--- src/rtl/acl_pkg.sv ---
`default_nettype none
// ----------------------------------------------------------------------------
// acl_pkg: shared types, constants and keyword table of the command line parser
// Character codes, word classification, result layout and command lookup.
// ----------------------------------------------------------------------------
package acl_pkg;

  localparam int ARG_SLOTS  = 4;
  localparam int OUT_ARGS   = 4;
  localparam int KW_MAX     = 6;
  localparam int KW_W       = 8 * KW_MAX;
  localparam int KW_LEN_W   = $clog2(KW_MAX + 1);
  localparam int KW_COUNT   = 11;
  localparam int CNT_W      = $clog2(ARG_SLOTS + 1);
  localparam int IDX_W      = (ARG_SLOTS > 1) ? $clog2(ARG_SLOTS) : 1;
  localparam int FIFO_DEPTH = 2;
  localparam int FIFO_PTR_W = (FIFO_DEPTH > 1) ? $clog2(FIFO_DEPTH) : 1;
  localparam int FIFO_CNT_W = $clog2(FIFO_DEPTH + 1);

  localparam int APB_ADDR_W = 3;
  localparam logic REG_LINK_TIMEOUT = 1'b0;  // register index, paddr bit 2
  localparam logic [15:0] LINK_TIMEOUT_RST = 16'd500;

  localparam logic [31:0] MAG_LIMIT = 32'h8000_0000;
  localparam logic [31:0] POS_MAX   = 32'h7FFF_FFFF;

  localparam logic [7:0] CH_NUL   = 8'h00;
  localparam logic [7:0] CH_TAB   = 8'h09;
  localparam logic [7:0] CH_LF    = 8'h0A;
  localparam logic [7:0] CH_VT    = 8'h0B;
  localparam logic [7:0] CH_FF    = 8'h0C;
  localparam logic [7:0] CH_CR    = 8'h0D;
  localparam logic [7:0] CH_SPACE = 8'h20;
  localparam logic [7:0] CH_PLUS  = 8'h2B;
  localparam logic [7:0] CH_COMMA = 8'h2C;
  localparam logic [7:0] CH_MINUS = 8'h2D;
  localparam logic [7:0] CH_ZERO  = 8'h30;
  localparam logic [7:0] CH_NINE  = 8'h39;

  typedef enum logic {
    OP_BYTE = 1'b0,
    OP_TICK = 1'b1
  } op_e;

  typedef enum logic {
    KIND_LINE = 1'b0,
    KIND_TICK = 1'b1
  } kind_e;

  typedef enum logic [3:0] {
    CMD_UNKNOWN = 4'd0,
    CMD_PING    = 4'd1,
    CMD_SAVE    = 4'd2,
    CMD_H       = 4'd3,
    CMD_MODE    = 4'd4,
    CMD_ANG     = 4'd5,
    CMD_MIX     = 4'd6,
    CMD_TRIM    = 4'd7,
    CMD_SCALE   = 4'd8,
    CMD_DIR     = 4'd9,
    CMD_ZERO    = 4'd10,
    CMD_RSTCAL  = 4'd11
  } cmd_e;

  // Classified input word, as handed from the front end to the back end.
  typedef struct packed {
    logic       tick;
    logic       term;
    logic       trim;
    logic       ws;
    logic       digit;
    logic [3:0] digit_val;
    logic       sign;
    logic       minus;
    logic       comma;
    logic [7:0] ch;
  } cls_t;

  typedef struct packed {
    kind_e                      kind;
    cmd_e                       command;
    logic [2:0]                 arg_count;
    logic [OUT_ARGS-1:0][31:0]  args;
    logic                       args_enough;
    logic                       marks_dirty;
    logic                       link_up;
    logic                       force_idle;
  } res_t;

  // Keyword names, first character in the low byte, zero padded.
  localparam logic [KW_COUNT-1:0][KW_W-1:0] KW_CHARS = {
    48'h4C41_4354_5352,  // RSTCAL
    48'h0000_4F52_455A,  // ZERO
    48'h0000_0052_4944,  // DIR
    48'h0045_4C41_4353,  // SCALE
    48'h0000_4D49_5254,  // TRIM
    48'h0000_0058_494D,  // MIX
    48'h0000_0047_4E41,  // ANG
    48'h0000_4544_4F4D,  // MODE
    48'h0000_0000_0048,  // H
    48'h0000_4556_4153,  // SAVE
    48'h0000_474E_4950   // PING
  };

  localparam logic [KW_COUNT-1:0][KW_LEN_W-1:0] KW_LEN = {
    3'd6, 3'd4, 3'd3, 3'd5, 3'd4, 3'd3, 3'd3, 3'd4, 3'd1, 3'd4, 3'd4
  };

  function automatic cmd_e kw_match(input logic [KW_W-1:0] chars,
                                    input logic [KW_LEN_W-1:0] len);
    cmd_e cmd;
    cmd = CMD_UNKNOWN;
    for (int k = 0; k < KW_COUNT; k++) begin
      if (chars == KW_CHARS[k] && len == KW_LEN[k]) begin
        cmd = cmd_e'(4'(k + 1));
      end
    end
    return cmd;
  endfunction

  function automatic logic [2:0] min_args(input cmd_e cmd);
    logic [2:0] n;
    case (cmd)
      CMD_MODE:   n = 3'd1;
      CMD_ANG:    n = 3'd2;
      CMD_MIX:    n = 3'd3;
      CMD_TRIM:   n = 3'd2;
      CMD_SCALE:  n = 3'd2;
      CMD_DIR:    n = 3'd1;
      CMD_ZERO:   n = 3'd1;
      CMD_RSTCAL: n = 3'd1;
      default:    n = 3'd0;
    endcase
    return n;
  endfunction

  function automatic logic is_dirty_cmd(input cmd_e cmd);
    logic d;
    case (cmd)
      CMD_TRIM, CMD_SCALE, CMD_DIR, CMD_ZERO, CMD_RSTCAL: d = 1'b1;
      default: d = 1'b0;
    endcase
    return d;
  endfunction

endpackage
`default_nettype wire

--- src/rtl/acl_front.sv ---
`default_nettype none
// ----------------------------------------------------------------------------
// acl_front: input stage of the command line parser
// Accepts words, classifies the character and registers the result.
// ----------------------------------------------------------------------------
module acl_front
  import acl_pkg::*;
(
  input  wire logic       clk_i,
  input  wire logic       rst_ni,
  input  wire logic       in_valid_i,
  output      logic       in_ready_o,
  input  wire logic       op_i,
  input  wire logic [7:0] rx_byte_i,
  output      logic       push_valid_o,
  input  wire logic       push_ready_i,
  output      cls_t       push_data_o
);

  logic stg_valid_d, stg_valid_q;
  cls_t stg_d, stg_q;
  logic accept;
  logic is_digit;

  assign in_ready_o = !stg_valid_q || push_ready_i;
  assign accept     = in_valid_i && in_ready_o;
  assign is_digit   = (rx_byte_i >= CH_ZERO) && (rx_byte_i <= CH_NINE);

  always_comb begin
    stg_d           = '0;
    stg_d.tick      = (op_e'(op_i) == OP_TICK);
    stg_d.ch        = rx_byte_i;
    stg_d.term      = (rx_byte_i == CH_LF) || (rx_byte_i == CH_NUL);
    stg_d.trim      = (rx_byte_i == CH_SPACE) || (rx_byte_i == CH_CR);
    stg_d.ws        = (rx_byte_i == CH_SPACE) || (rx_byte_i == CH_TAB) ||
                      (rx_byte_i == CH_VT) || (rx_byte_i == CH_FF) ||
                      (rx_byte_i == CH_CR);
    stg_d.digit     = is_digit;
    stg_d.digit_val = 4'(rx_byte_i - CH_ZERO);
    stg_d.sign      = (rx_byte_i == CH_PLUS) || (rx_byte_i == CH_MINUS);
    stg_d.minus     = (rx_byte_i == CH_MINUS);
    stg_d.comma     = (rx_byte_i == CH_COMMA);
  end

  assign stg_valid_d  = accept || (stg_valid_q && !push_ready_i);
  assign push_valid_o = stg_valid_q;
  assign push_data_o  = stg_q;

  always_ff @(posedge clk_i or negedge rst_ni) begin
    if (!rst_ni) begin
      stg_valid_q <= 1'b0;
    end else begin
      stg_valid_q <= stg_valid_d;
    end
  end

  always_ff @(posedge clk_i) begin
    if (accept) begin
      stg_q <= stg_d;
    end
  end

endmodule
`default_nettype wire

--- src/rtl/acl_fifo.sv ---
`default_nettype none
// ----------------------------------------------------------------------------
// acl_fifo: short queue between the parser front end and back end
// Register based first-in first-out buffer of classified words.
// ----------------------------------------------------------------------------
module acl_fifo
  import acl_pkg::*;
(
  input  wire logic clk_i,
  input  wire logic rst_ni,
  input  wire logic push_valid_i,
  output      logic push_ready_o,
  input  wire cls_t push_data_i,
  output      logic pop_valid_o,
  input  wire logic pop_ready_i,
  output      cls_t pop_data_o
);

  cls_t                  mem_q [FIFO_DEPTH];
  logic [FIFO_PTR_W-1:0] wr_ptr_d, wr_ptr_q, rd_ptr_d, rd_ptr_q;
  logic [FIFO_CNT_W-1:0] cnt_d, cnt_q;
  logic                  push, pop;

  assign push_ready_o = (cnt_q != FIFO_CNT_W'(FIFO_DEPTH));
  assign pop_valid_o  = (cnt_q != '0);
  assign pop_data_o   = mem_q[rd_ptr_q];
  assign push         = push_valid_i && push_ready_o;
  assign pop          = pop_valid_o && pop_ready_i;

  always_comb begin
    wr_ptr_d = wr_ptr_q;
    rd_ptr_d = rd_ptr_q;
    cnt_d    = cnt_q;
    if (push) begin
      wr_ptr_d = (wr_ptr_q == FIFO_PTR_W'(FIFO_DEPTH - 1)) ? '0 : wr_ptr_q + 1'b1;
    end
    if (pop) begin
      rd_ptr_d = (rd_ptr_q == FIFO_PTR_W'(FIFO_DEPTH - 1)) ? '0 : rd_ptr_q + 1'b1;
    end
    if (push && !pop) begin
      cnt_d = cnt_q + 1'b1;
    end else if (pop && !push) begin
      cnt_d = cnt_q - 1'b1;
    end
  end

  always_ff @(posedge clk_i or negedge rst_ni) begin
    if (!rst_ni) begin
      wr_ptr_q <= '0;
      rd_ptr_q <= '0;
      cnt_q    <= '0;
    end else begin
      wr_ptr_q <= wr_ptr_d;
      rd_ptr_q <= rd_ptr_d;
      cnt_q    <= cnt_d;
    end
  end

  always_ff @(posedge clk_i) begin
    if (push) begin
      mem_q[wr_ptr_q] <= push_data_i;
    end
  end

endmodule
`default_nettype wire

--- src/rtl/acl_back.sv ---
`default_nettype none
// ----------------------------------------------------------------------------
// acl_back: parser and link watchdog back end
// Updates the line state one word per cycle unless stalled; registers results.
// ----------------------------------------------------------------------------
module acl_back
  import acl_pkg::*;
(
  input  wire logic        clk_i,
  input  wire logic        rst_ni,
  input  wire logic [15:0] link_timeout_i,
  input  wire logic        item_valid_i,
  output      logic        item_ready_o,
  input  wire cls_t        item_i,
  output      logic        out_valid_o,
  input  wire logic        out_ready_i,
  output      res_t        out_o
);

  logic [KW_W-1:0]     kw_chars_d, kw_chars_q;
  logic [KW_LEN_W-1:0] kw_len_d, kw_len_q;
  logic                kw_over_d, kw_over_q;
  logic                trim_pend_d, trim_pend_q;
  logic                in_args_d, in_args_q;
  logic                stopped_d, stopped_q;
  logic [CNT_W-1:0]    arg_idx_d, arg_idx_q;
  logic                neg_d, neg_q;
  logic                sign_d, sign_q;
  logic                digit_d, digit_q;
  logic [31:0]         mag_d, mag_q;
  logic [31:0]         arg_val_q [ARG_SLOTS];
  logic                nonempty_d, nonempty_q;
  logic [31:0]         elapsed_d, elapsed_q;
  logic                out_valid_d, out_valid_q;
  res_t                out_d, out_q;

  logic                pop, produce;
  logic                slot_free, slot_wr;
  logic [CNT_W-1:0]    idx_next;
  logic [35:0]         acc;
  logic [31:0]         acc_sat, fin_val, elapsed_inc;
  logic                tick_up;
  logic                term_finish;
  logic [CNT_W-1:0]    line_cnt;
  cmd_e                line_cmd;
  logic                line_enough;
  logic [OUT_ARGS-1:0][31:0] line_args;
  res_t                line_res, tick_res;

  assign pop          = item_valid_i && (!out_valid_q || out_ready_i);
  assign item_ready_o = !out_valid_q || out_ready_i;
  assign out_valid_o  = out_valid_q;
  assign out_o        = out_q;

  assign slot_free = (arg_idx_q < CNT_W'(ARG_SLOTS));
  assign idx_next  = arg_idx_q + 1'b1;

  // Decimal accumulation: times ten plus the new digit, capped at 2^31.
  assign acc     = ({4'b0, mag_q} << 3) + ({4'b0, mag_q} << 1) + {32'b0, item_i.digit_val};
  assign acc_sat = (acc > {4'b0, MAG_LIMIT}) ? MAG_LIMIT : acc[31:0];
  assign fin_val = neg_q ? (32'd0 - mag_q) : ((mag_q > POS_MAX) ? POS_MAX : mag_q);

  assign elapsed_inc = (elapsed_q == '1) ? elapsed_q : elapsed_q + 32'd1;
  assign tick_up     = (elapsed_inc <= {16'b0, link_timeout_i});

  // A number still open at the end of the line counts if it has digits.
  assign term_finish = in_args_q && !stopped_q && digit_q && slot_free;
  assign line_cnt    = term_finish ? idx_next : arg_idx_q;
  assign line_cmd    = kw_over_q ? CMD_UNKNOWN : kw_match(kw_chars_q, kw_len_q);
  assign line_enough = (line_cmd != CMD_UNKNOWN) &&
                       (32'(line_cnt) >= 32'(min_args(line_cmd)));

  for (genvar g = 0; g < OUT_ARGS; g++) begin : g_args
    if (g < ARG_SLOTS) begin : g_slot
      assign line_args[g] = (32'(g) >= 32'(line_cnt)) ? 32'd0 :
                            (term_finish && 32'(g) == 32'(arg_idx_q)) ? fin_val :
                            arg_val_q[g];
    end else begin : g_none
      assign line_args[g] = 32'd0;
    end
  end

  always_comb begin
    line_res             = '0;
    line_res.kind        = KIND_LINE;
    line_res.command     = line_cmd;
    line_res.arg_count   = (32'(line_cnt) > 32'd7) ? 3'd7 : 3'(line_cnt);
    line_res.args        = line_args;
    line_res.args_enough = line_enough;
    line_res.marks_dirty = line_enough && is_dirty_cmd(line_cmd);
    line_res.link_up     = 1'b1;
    line_res.force_idle  = 1'b0;

    tick_res             = '0;
    tick_res.kind        = KIND_TICK;
    tick_res.command     = CMD_UNKNOWN;
    tick_res.link_up     = tick_up;
    tick_res.force_idle  = !tick_up;
  end

  always_comb begin
    kw_chars_d  = kw_chars_q;
    kw_len_d    = kw_len_q;
    kw_over_d   = kw_over_q;
    trim_pend_d = trim_pend_q;
    in_args_d   = in_args_q;
    stopped_d   = stopped_q;
    arg_idx_d   = arg_idx_q;
    neg_d       = neg_q;
    sign_d      = sign_q;
    digit_d     = digit_q;
    mag_d       = mag_q;
    nonempty_d  = nonempty_q;
    elapsed_d   = elapsed_q;
    slot_wr     = 1'b0;
    produce     = 1'b0;
    out_d       = out_q;

    if (pop) begin
      if (item_i.tick) begin
        elapsed_d = elapsed_inc;
        produce   = 1'b1;
        out_d     = tick_res;
      end else if (item_i.term) begin
        if (nonempty_q) begin
          produce   = 1'b1;
          out_d     = line_res;
          elapsed_d = '0;
        end
        kw_chars_d  = '0;
        kw_len_d    = '0;
        kw_over_d   = 1'b0;
        trim_pend_d = 1'b0;
        in_args_d   = 1'b0;
        stopped_d   = 1'b0;
        arg_idx_d   = '0;
        neg_d       = 1'b0;
        sign_d      = 1'b0;
        digit_d     = 1'b0;
        mag_d       = '0;
        nonempty_d  = 1'b0;
      end else begin
        if (!item_i.trim) begin
          nonempty_d = 1'b1;
        end
        if (!in_args_q) begin
          if (item_i.trim) begin
            trim_pend_d = 1'b1;
          end else begin
            // A space or CR followed by more text spoils the keyword.
            if (trim_pend_q) begin
              kw_over_d   = 1'b1;
              trim_pend_d = 1'b0;
            end
            if (item_i.comma) begin
              in_args_d = 1'b1;
            end else if (kw_len_q < KW_LEN_W'(KW_MAX)) begin
              kw_chars_d = kw_chars_q | ({{(KW_W-8){1'b0}}, item_i.ch} << {kw_len_q, 3'b000});
              kw_len_d   = kw_len_q + 1'b1;
            end else begin
              kw_over_d = 1'b1;
            end
          end
        end else if (!stopped_q) begin
          if (!digit_q) begin
            if (item_i.digit) begin
              digit_d = 1'b1;
              mag_d   = {28'b0, item_i.digit_val};
            end else if (!sign_q && item_i.ws) begin
              // Leading whitespace is skipped.
            end else if (!sign_q && item_i.sign) begin
              sign_d = 1'b1;
              neg_d  = item_i.minus;
            end else begin
              stopped_d = 1'b1;
            end
          end else if (item_i.digit) begin
            mag_d = acc_sat;
          end else begin
            if (slot_free) begin
              slot_wr   = 1'b1;
              arg_idx_d = idx_next;
            end
            neg_d   = 1'b0;
            sign_d  = 1'b0;
            digit_d = 1'b0;
            if (!item_i.comma || (arg_idx_d >= CNT_W'(ARG_SLOTS))) begin
              stopped_d = 1'b1;
            end
          end
        end
      end
    end

    out_valid_d = pop ? produce : (out_valid_q && !out_ready_i);
  end

  always_ff @(posedge clk_i or negedge rst_ni) begin
    if (!rst_ni) begin
      kw_chars_q  <= '0;
      kw_len_q    <= '0;
      kw_over_q   <= 1'b0;
      trim_pend_q <= 1'b0;
      in_args_q   <= 1'b0;
      stopped_q   <= 1'b0;
      arg_idx_q   <= '0;
      neg_q       <= 1'b0;
      sign_q      <= 1'b0;
      digit_q     <= 1'b0;
      mag_q       <= '0;
      nonempty_q  <= 1'b0;
      elapsed_q   <= '0;
      out_valid_q <= 1'b0;
    end else begin
      kw_chars_q  <= kw_chars_d;
      kw_len_q    <= kw_len_d;
      kw_over_q   <= kw_over_d;
      trim_pend_q <= trim_pend_d;
      in_args_q   <= in_args_d;
      stopped_q   <= stopped_d;
      arg_idx_q   <= arg_idx_d;
      neg_q       <= neg_d;
      sign_q      <= sign_d;
      digit_q     <= digit_d;
      mag_q       <= mag_d;
      nonempty_q  <= nonempty_d;
      elapsed_q   <= elapsed_d;
      out_valid_q <= out_valid_d;
    end
  end

  always_ff @(posedge clk_i) begin
    out_q <= out_d;
    if (slot_wr) begin
      arg_val_q[arg_idx_q[IDX_W-1:0]] <= fin_val;
    end
  end

`ifndef NO_ASSERTIONS
  a_line_link_up : assert property (@(posedge clk_i) disable iff (!rst_ni)
    out_valid_q && out_q.kind == KIND_LINE |-> out_q.link_up && !out_q.force_idle)
    else $error("line result does not report the link up");

  a_tick_fields : assert property (@(posedge clk_i) disable iff (!rst_ni)
    out_valid_q && out_q.kind == KIND_TICK |->
      out_q.link_up != out_q.force_idle && out_q.command == CMD_UNKNOWN &&
      out_q.arg_count == 3'd0)
    else $error("tick result carries inconsistent fields");

  a_idx_bound : assert property (@(posedge clk_i) disable iff (!rst_ni)
    arg_idx_q <= CNT_W'(ARG_SLOTS))
    else $error("argument index beyond the slot count");

  a_tick_result : assert property (@(posedge clk_i) disable iff (!rst_ni)
    pop && item_i.tick |=> out_valid_q && out_q.kind == KIND_TICK)
    else $error("tick word did not produce a link status result");
`endif

endmodule
`default_nettype wire

--- src/rtl/ascii_command_line_parser.sv ---
`default_nettype none
// ----------------------------------------------------------------------------
// ascii_command_line_parser: ASCII command line parser with link watchdog
// Parses received characters into command lines and reports link status.
// ----------------------------------------------------------------------------
// The block takes one word per clock on its input channel, a received
// character or a millisecond tick, and keeps that rate indefinitely as long as
// the result side keeps up. A tick always returns a link status word; a line
// terminator (LF or NUL) returns one parsed command word unless the trimmed
// line was empty; other characters return nothing. A word passes a
// classification register, a two-entry queue and the parser back end, whose
// result register holds the result until it is read. The rate is set by the
// back end, which updates the whole line state per word, its longest path
// being the times-ten decimal accumulation. The link timeout register sits at
// byte address 0 of the configuration port; the user must write it only while
// the block is idle, which the block itself does not enforce.
module ascii_command_line_parser
  import acl_pkg::*;
(
  input  wire logic                  clk_i,
  input  wire logic                  rst_ni,
  input  wire logic                  in_valid_i,
  output      logic                  in_ready_o,
  input  wire logic                  op_i,
  input  wire logic [7:0]            rx_byte_i,
  output      logic                  out_valid_o,
  input  wire logic                  out_ready_i,
  output      logic                  kind_o,
  output      logic [3:0]            command_o,
  output      logic [2:0]            arg_count_o,
  output      logic signed [31:0]    arg_first_o,
  output      logic signed [31:0]    arg_second_o,
  output      logic signed [31:0]    arg_third_o,
  output      logic signed [31:0]    arg_fourth_o,
  output      logic                  args_enough_o,
  output      logic                  marks_dirty_o,
  output      logic                  link_up_o,
  output      logic                  force_idle_o,
  input  wire logic                  psel,
  input  wire logic                  penable,
  input  wire logic                  pwrite,
  input  wire logic [APB_ADDR_W-1:0] paddr,
  input  wire logic [31:0]           pwdata,
  output      logic [31:0]           prdata,
  output      logic                  pready
);

  logic [15:0] link_timeout_q;
  logic        cfg_wr;
  logic        push_valid, push_ready;
  cls_t        push_data;
  logic        item_valid, item_ready;
  cls_t        item;
  res_t        res;

  assign pready = 1'b1;
  assign cfg_wr = psel && penable && pwrite && pready && (paddr[2] == REG_LINK_TIMEOUT);
  assign prdata = (paddr[2] == REG_LINK_TIMEOUT) ? {16'b0, link_timeout_q} : 32'd0;

  always_ff @(posedge clk_i or negedge rst_ni) begin
    if (!rst_ni) begin
      link_timeout_q <= LINK_TIMEOUT_RST;
    end else if (cfg_wr) begin
      link_timeout_q <= pwdata[15:0];
    end
  end

  acl_front u_front (
    .clk_i        (clk_i),
    .rst_ni       (rst_ni),
    .in_valid_i   (in_valid_i),
    .in_ready_o   (in_ready_o),
    .op_i         (op_i),
    .rx_byte_i    (rx_byte_i),
    .push_valid_o (push_valid),
    .push_ready_i (push_ready),
    .push_data_o  (push_data)
  );

  acl_fifo u_fifo (
    .clk_i        (clk_i),
    .rst_ni       (rst_ni),
    .push_valid_i (push_valid),
    .push_ready_o (push_ready),
    .push_data_i  (push_data),
    .pop_valid_o  (item_valid),
    .pop_ready_i  (item_ready),
    .pop_data_o   (item)
  );

  acl_back u_back (
    .clk_i          (clk_i),
    .rst_ni         (rst_ni),
    .link_timeout_i (link_timeout_q),
    .item_valid_i   (item_valid),
    .item_ready_o   (item_ready),
    .item_i         (item),
    .out_valid_o    (out_valid_o),
    .out_ready_i    (out_ready_i),
    .out_o          (res)
  );

  assign kind_o        = res.kind;
  assign command_o     = res.command;
  assign arg_count_o   = res.arg_count;
  assign arg_first_o   = $signed(res.args[0]);
  assign arg_second_o  = $signed(res.args[1]);
  assign arg_third_o   = $signed(res.args[2]);
  assign arg_fourth_o  = $signed(res.args[3]);
  assign args_enough_o = res.args_enough;
  assign marks_dirty_o = res.marks_dirty;
  assign link_up_o     = res.link_up;
  assign force_idle_o  = res.force_idle;

endmodule
`default_nettype wire

--- config.mk ---
export PLATFORM = sky130hd
export DESIGN_NAME = ascii_command_line_parser
export DESIGN_NICKNAME = d
export VERILOG_FILES = /design/src/rtl/acl_pkg.sv /design/src/rtl/acl_front.sv /design/src/rtl/acl_fifo.sv /design/src/rtl/acl_back.sv /design/src/rtl/ascii_command_line_parser.sv
export SDC_FILE = /design/constraint.sdc
export NUM_CORES = 1
export LEC_CHECK = 0
export BUFFER_PORTS_ARGS = -buffer_cell sky130_fd_sc_hd__buf_2
export CAP_MARGIN = 20
export CORE_UTILIZATION = 65
export CTS_CLUSTER_DIAMETER = 200
export DETAILED_ROUTE_END_ITERATION = 8
export PLACE_DENSITY = 0.86
export SYNTH_ARGS = -nofsm -noshare
export SYNTH_HDL_FRONTEND = slang
export SYNTH_SLANG_ARGS = --single-unit
export TNS_END_PERCENT = 30
--- constraint.sdc ---
create_clock -name clk_i -period 11.6 [get_ports clk_i]
set_input_delay 1.16 -clock clk_i [delete_from_list [all_inputs] [get_ports clk_i]]
set_output_delay 1.16 -clock clk_i [all_outputs]
set_load 0.01 [all_outputs]
==> impl_metrics.yaml <==
global_routing:
  grt_pass1_vias: 18000
  grt-ovfl-total: 0
  grt_pass1_wl_um: 95100
  grt_antenna_before_repair: 0
  track_usage_pct: 33.1
  grt_max_degree: 89
pwr:
  seqPwrFrac_pct: 44.9
  internal-power_mw: 3.62
  pwr-share-clk_pct: 25.8
  p_leak_nw: 10.9
  p_per_area_nw_per_um2: 214
  sw_frac_of_total_pct: 35.5
  ir_drop_mv: 0.210
  p_switching_mw: 1.99
  power_frac_comb_pct: 29.3
sta:
  period_share_pct: 46.0
  drv_slew: 0
  fmax_mhz: 188
  skew_ns: 0.0267
  setup_violations: 0
  rsz0062_at_grt: "no"
  fin_ws_ns: 6.27
  relSlewSlack_pct: 27.5
  worst_pin_slew_ns: 1.09
  finalHoldViolations: 0
  min_period_ns: 5.33
  setup_tns_ns: 0
clock_tree:
  clkSinkCount: 464
  cts_inserted_buffers: 46
  post_cts_resized: 0
  cts_setup_buffers: 0
  clk_latency_ns: 0.59
  htreeDepth: 2
  hold_buffers: 0
  tritoncts: "built"
  clk_path_buf_depth: 3
  root_buffer: "clkbuf_16"
  clk_pin_slew_ns: 0.07
floorplan:
  die_h_um: 192
  die_w_um: 192
  rows: 69
  core_sq_um: 35600
  initial_core_util_pct: 66.0
  io_pins: 226
  die-area_sq_um: 36900
placed_design:
  place_congestion: 0.934
  port_buffers: 190
  detailed_place_hpwl_um: 40300
  dp.cells: 2764
  place_ws_ns: 6.25
  placed_area_sq_um: 24700
yosys:
  synth-adder-area-share_pct: 5.34
  ys.warnings.count: 0
  synth_flop_cell: "edfxtp_1"
  synth-edff-count: 316
  synth_top_family_by_area: "simple AND/OR/NAND/NOR gates"
  syn_area_sq_um: 23500
  synth.distinct_cells: 98
  synth_cells: 2196
  seq_area_frac_synth_pct: 56.2
  synthSimpleGateAreaFrac_pct: 17.3
  syn_avg_cell_area_sq_um: 10.7
  synth_mux_area_share_pct: 2.19
  synth-seq-cells: 464
  async_flop_share_pct: 31.9
  synth_compound_area_share_pct: 13.9
  synth_xor_xnor_area_share_pct: 1.75
detailed_routing:
  dr.pass1.iters: 6
  antenna_left: 0
  vias_per_cell: 6.52
  dr.first_iter.drc_count: 2158
  routed_wl_um: 61700
  vias: 18600
  drc: 0
  wl_per_cell_um: 21.6
cells_and_area:
  n_fill_cell: 2271
  drive_above_1_share_pct: 15.7
  nets: 2504
  design_area_sq_um: 26200
  final_cell_count_no_fill: 2853
  syn_to_final_growth_pct: 11.8
  n_antenna_cell: 0
status:
  outcome: "completed"
critical_path:
  required_ns: 12.06
  start_kind: "flop"
  path_max_fanout: 21
  critPathCaptureType: "flop"
  crit_type: "flop to flop"
  cp_data_arrival_time_ns: 5.79
flow_run:
  max_cap_viol_count: 0
hold_path:
  hp-class: "flop to flop"
## cells by family after synthesis
logic type      count (synthesis)
other cells                     2
mux                            47
xor+xnor                       47
buf+inv                       177
flops                         464
compound gates                521
simple gates                  839
fa+ha+maj                      99
## path summary, 6_finish.rpt
| check | from | endpoint | slack (ns) | cells past startpoint |
|---|---|---|---|---|
| max in group asynchronous | rst_ni | u_back.kw_chars_q[38] | 9.48 | 2 |
| worst max register to register | u_fifo.rd_ptr_q | u_back.mag_q[11] | 6.27 | 15 |
| min in group asynchronous | rst_ni | u_back.elapsed_q[19] | 0.63 | 1 |
| worst min register to register | u_front.push_data_o[15] | u_fifo.mem_q[1][15] | 0.45 | 0 |
| worst max-delay path | u_fifo.rd_ptr_q | u_back.mag_q[11] | 6.27 | 15 |
| worst min-delay path | u_front.push_data_o[15] | u_fifo.mem_q[1][15] | 0.45 | 0 |
## flip-flops by register name, summed over array words and instances, names as in the netlist, 2 cells and up
register,cells
u_back.arg_idx_q,3
u_back.elapsed_q,32
u_fifo.cnt_q,2
u_front.push_data_o,16
u_back.kw_len_q,3
link_timeout_q,16
u_back.mag_q,32
u_back.kw_chars_q,48
u_back.out_o,140
u_back.arg_val_q,128
u_fifo.mem_q,32
## cells in the mapped netlist, types with 15 or more instances
library cell | count | area, sq um
a31oi_1 | 25 | 156
and2_1 | 19 | 119
inv_1 | 54 | 203
xnor2_1 | 28 | 245
or3_1 | 15 | 93.8
a21oi_1 | 243 | 1220
nor4_1 | 19 | 119
nand2_1 | 373 | 1400
dfrtp_1 | 142 | 3550
nand4_1 | 44 | 275
mux2i_1 | 18 | 180
nor2_1 | 165 | 619
buf_4 | 17 | 128
mux2_2 | 27 | 304
nand3_1 | 38 | 190
edfxtp_1 | 316 | 9490
clkbuf_1 | 85 | 319
a211oi_1 | 33 | 248
ha_1 | 97 | 1210
nor3_1 | 46 | 230
nand2b_1 | 20 | 125
o21ai_0 | 64 | 320
o31ai_1 | 18 | 135
xor2_1 | 19 | 166
## area by class of cell
class                   count  area [sq um]  area share, %
flip-flops and latches    464         13200           50.3
multi-input cells        1570          9590           36.6
clock buffers              59          1230           4.69
repair buffers            216          1190           4.54
well taps                 461           577           2.20
clock inverters            27           233          0.887
inverters                  56           215          0.820
## worst max-delay path, stage by stage (launching register included)
cell and delay, ns:
dfrtp_1 0.32, buf_4 0.30, mux2_2 0.48, fa_1 0.54, inv_1 0.07, fa_1 0.51, nor2b_4 0.16, o31a_1 0.28
o211ai_2 0.16, a31oi_1 0.53, a221oi_2 0.13, mux2i_1 0.15, a41oi_1 0.18, buf_4 0.24, nand3_1 0.68, o31ai_1 0.47
## cell usage in the layout, fill, tap and decap left out, types with 11 or more instances in the layout
| master | count |
|---|---|
| conb_1 | 17 |
| nor3_1 | 45 |
| a21oi_1 | 243 |
| and3_1 | 14 |
| edfxtp_1 | 316 |
| mux2_2 | 27 |
| nand2_1 | 373 |
| buf_2 | 189 |
| ha_1 | 97 |
| mux2i_1 | 18 |
| nand4_1 | 44 |
| clkbuf_16 | 46 |
| a211oi_1 | 33 |
| a22o_1 | 12 |
| or3_1 | 15 |
| xnor2_1 | 28 |
| o21ai_0 | 64 |
| and2_1 | 17 |
| dfrtp_1 | 142 |
| a21o_1 | 11 |
| buf_4 | 23 |
| nor2b_1 | 13 |
| xor2_1 | 19 |
| o31ai_1 | 18 |
| nor4_1 | 19 |
| inv_1 | 54 |
| nor2_1 | 162 |
| nand2b_1 | 20 |
| nand3_1 | 38 |
| o21ai_1 | 14 |
| a31oi_1 | 25 |
## per-layer routing
| metal | GRT usage [%] | up-vias | part of all wire [%] |
|---|---|---|---|
| met5 | 0 | - | 0 |
| met4 | 15.2 | 0 | 3.6 |
| met3 | 5.59 | 196 | 9.2 |
| met2 | 55.4 | 1163 | 49 |
| met1 | 42.3 | 8898 | 38 |
| li1 | - | 8340 | - |
## per-stage QoR
| step | utilization, % | hold WS (ns) | power (mW) |
|---|---|---|---|
| after floorplan | - | 0.421 | 3.55 |
| after global placement | 69.5 | 0.428 | 4.08 |
| after detailed placement | 69.5 | 0.434 | 4.16 |
| after CTS | 73.6 | 0.447 | 5.60 |
| after global routing | 73.8 | 0.469 | 5.87 |
| final | 73.8 | 0.448 | 5.61 |
## power by group through the flow
stage | sequential (mW) | clock (mW) | combinational [mW]
finish | 2.52 | 1.45 | 1.65
global route | 2.56 | 1.52 | 1.79
CTS | 2.52 | 1.45 | 1.63
detailed placement | 2.54 | 0 | 1.62
global placement | 2.52 | 0 | 1.56
floorplan | 2.66 | 0 | 0.885
Note: power is estimated with default switching activity, not from simulation.
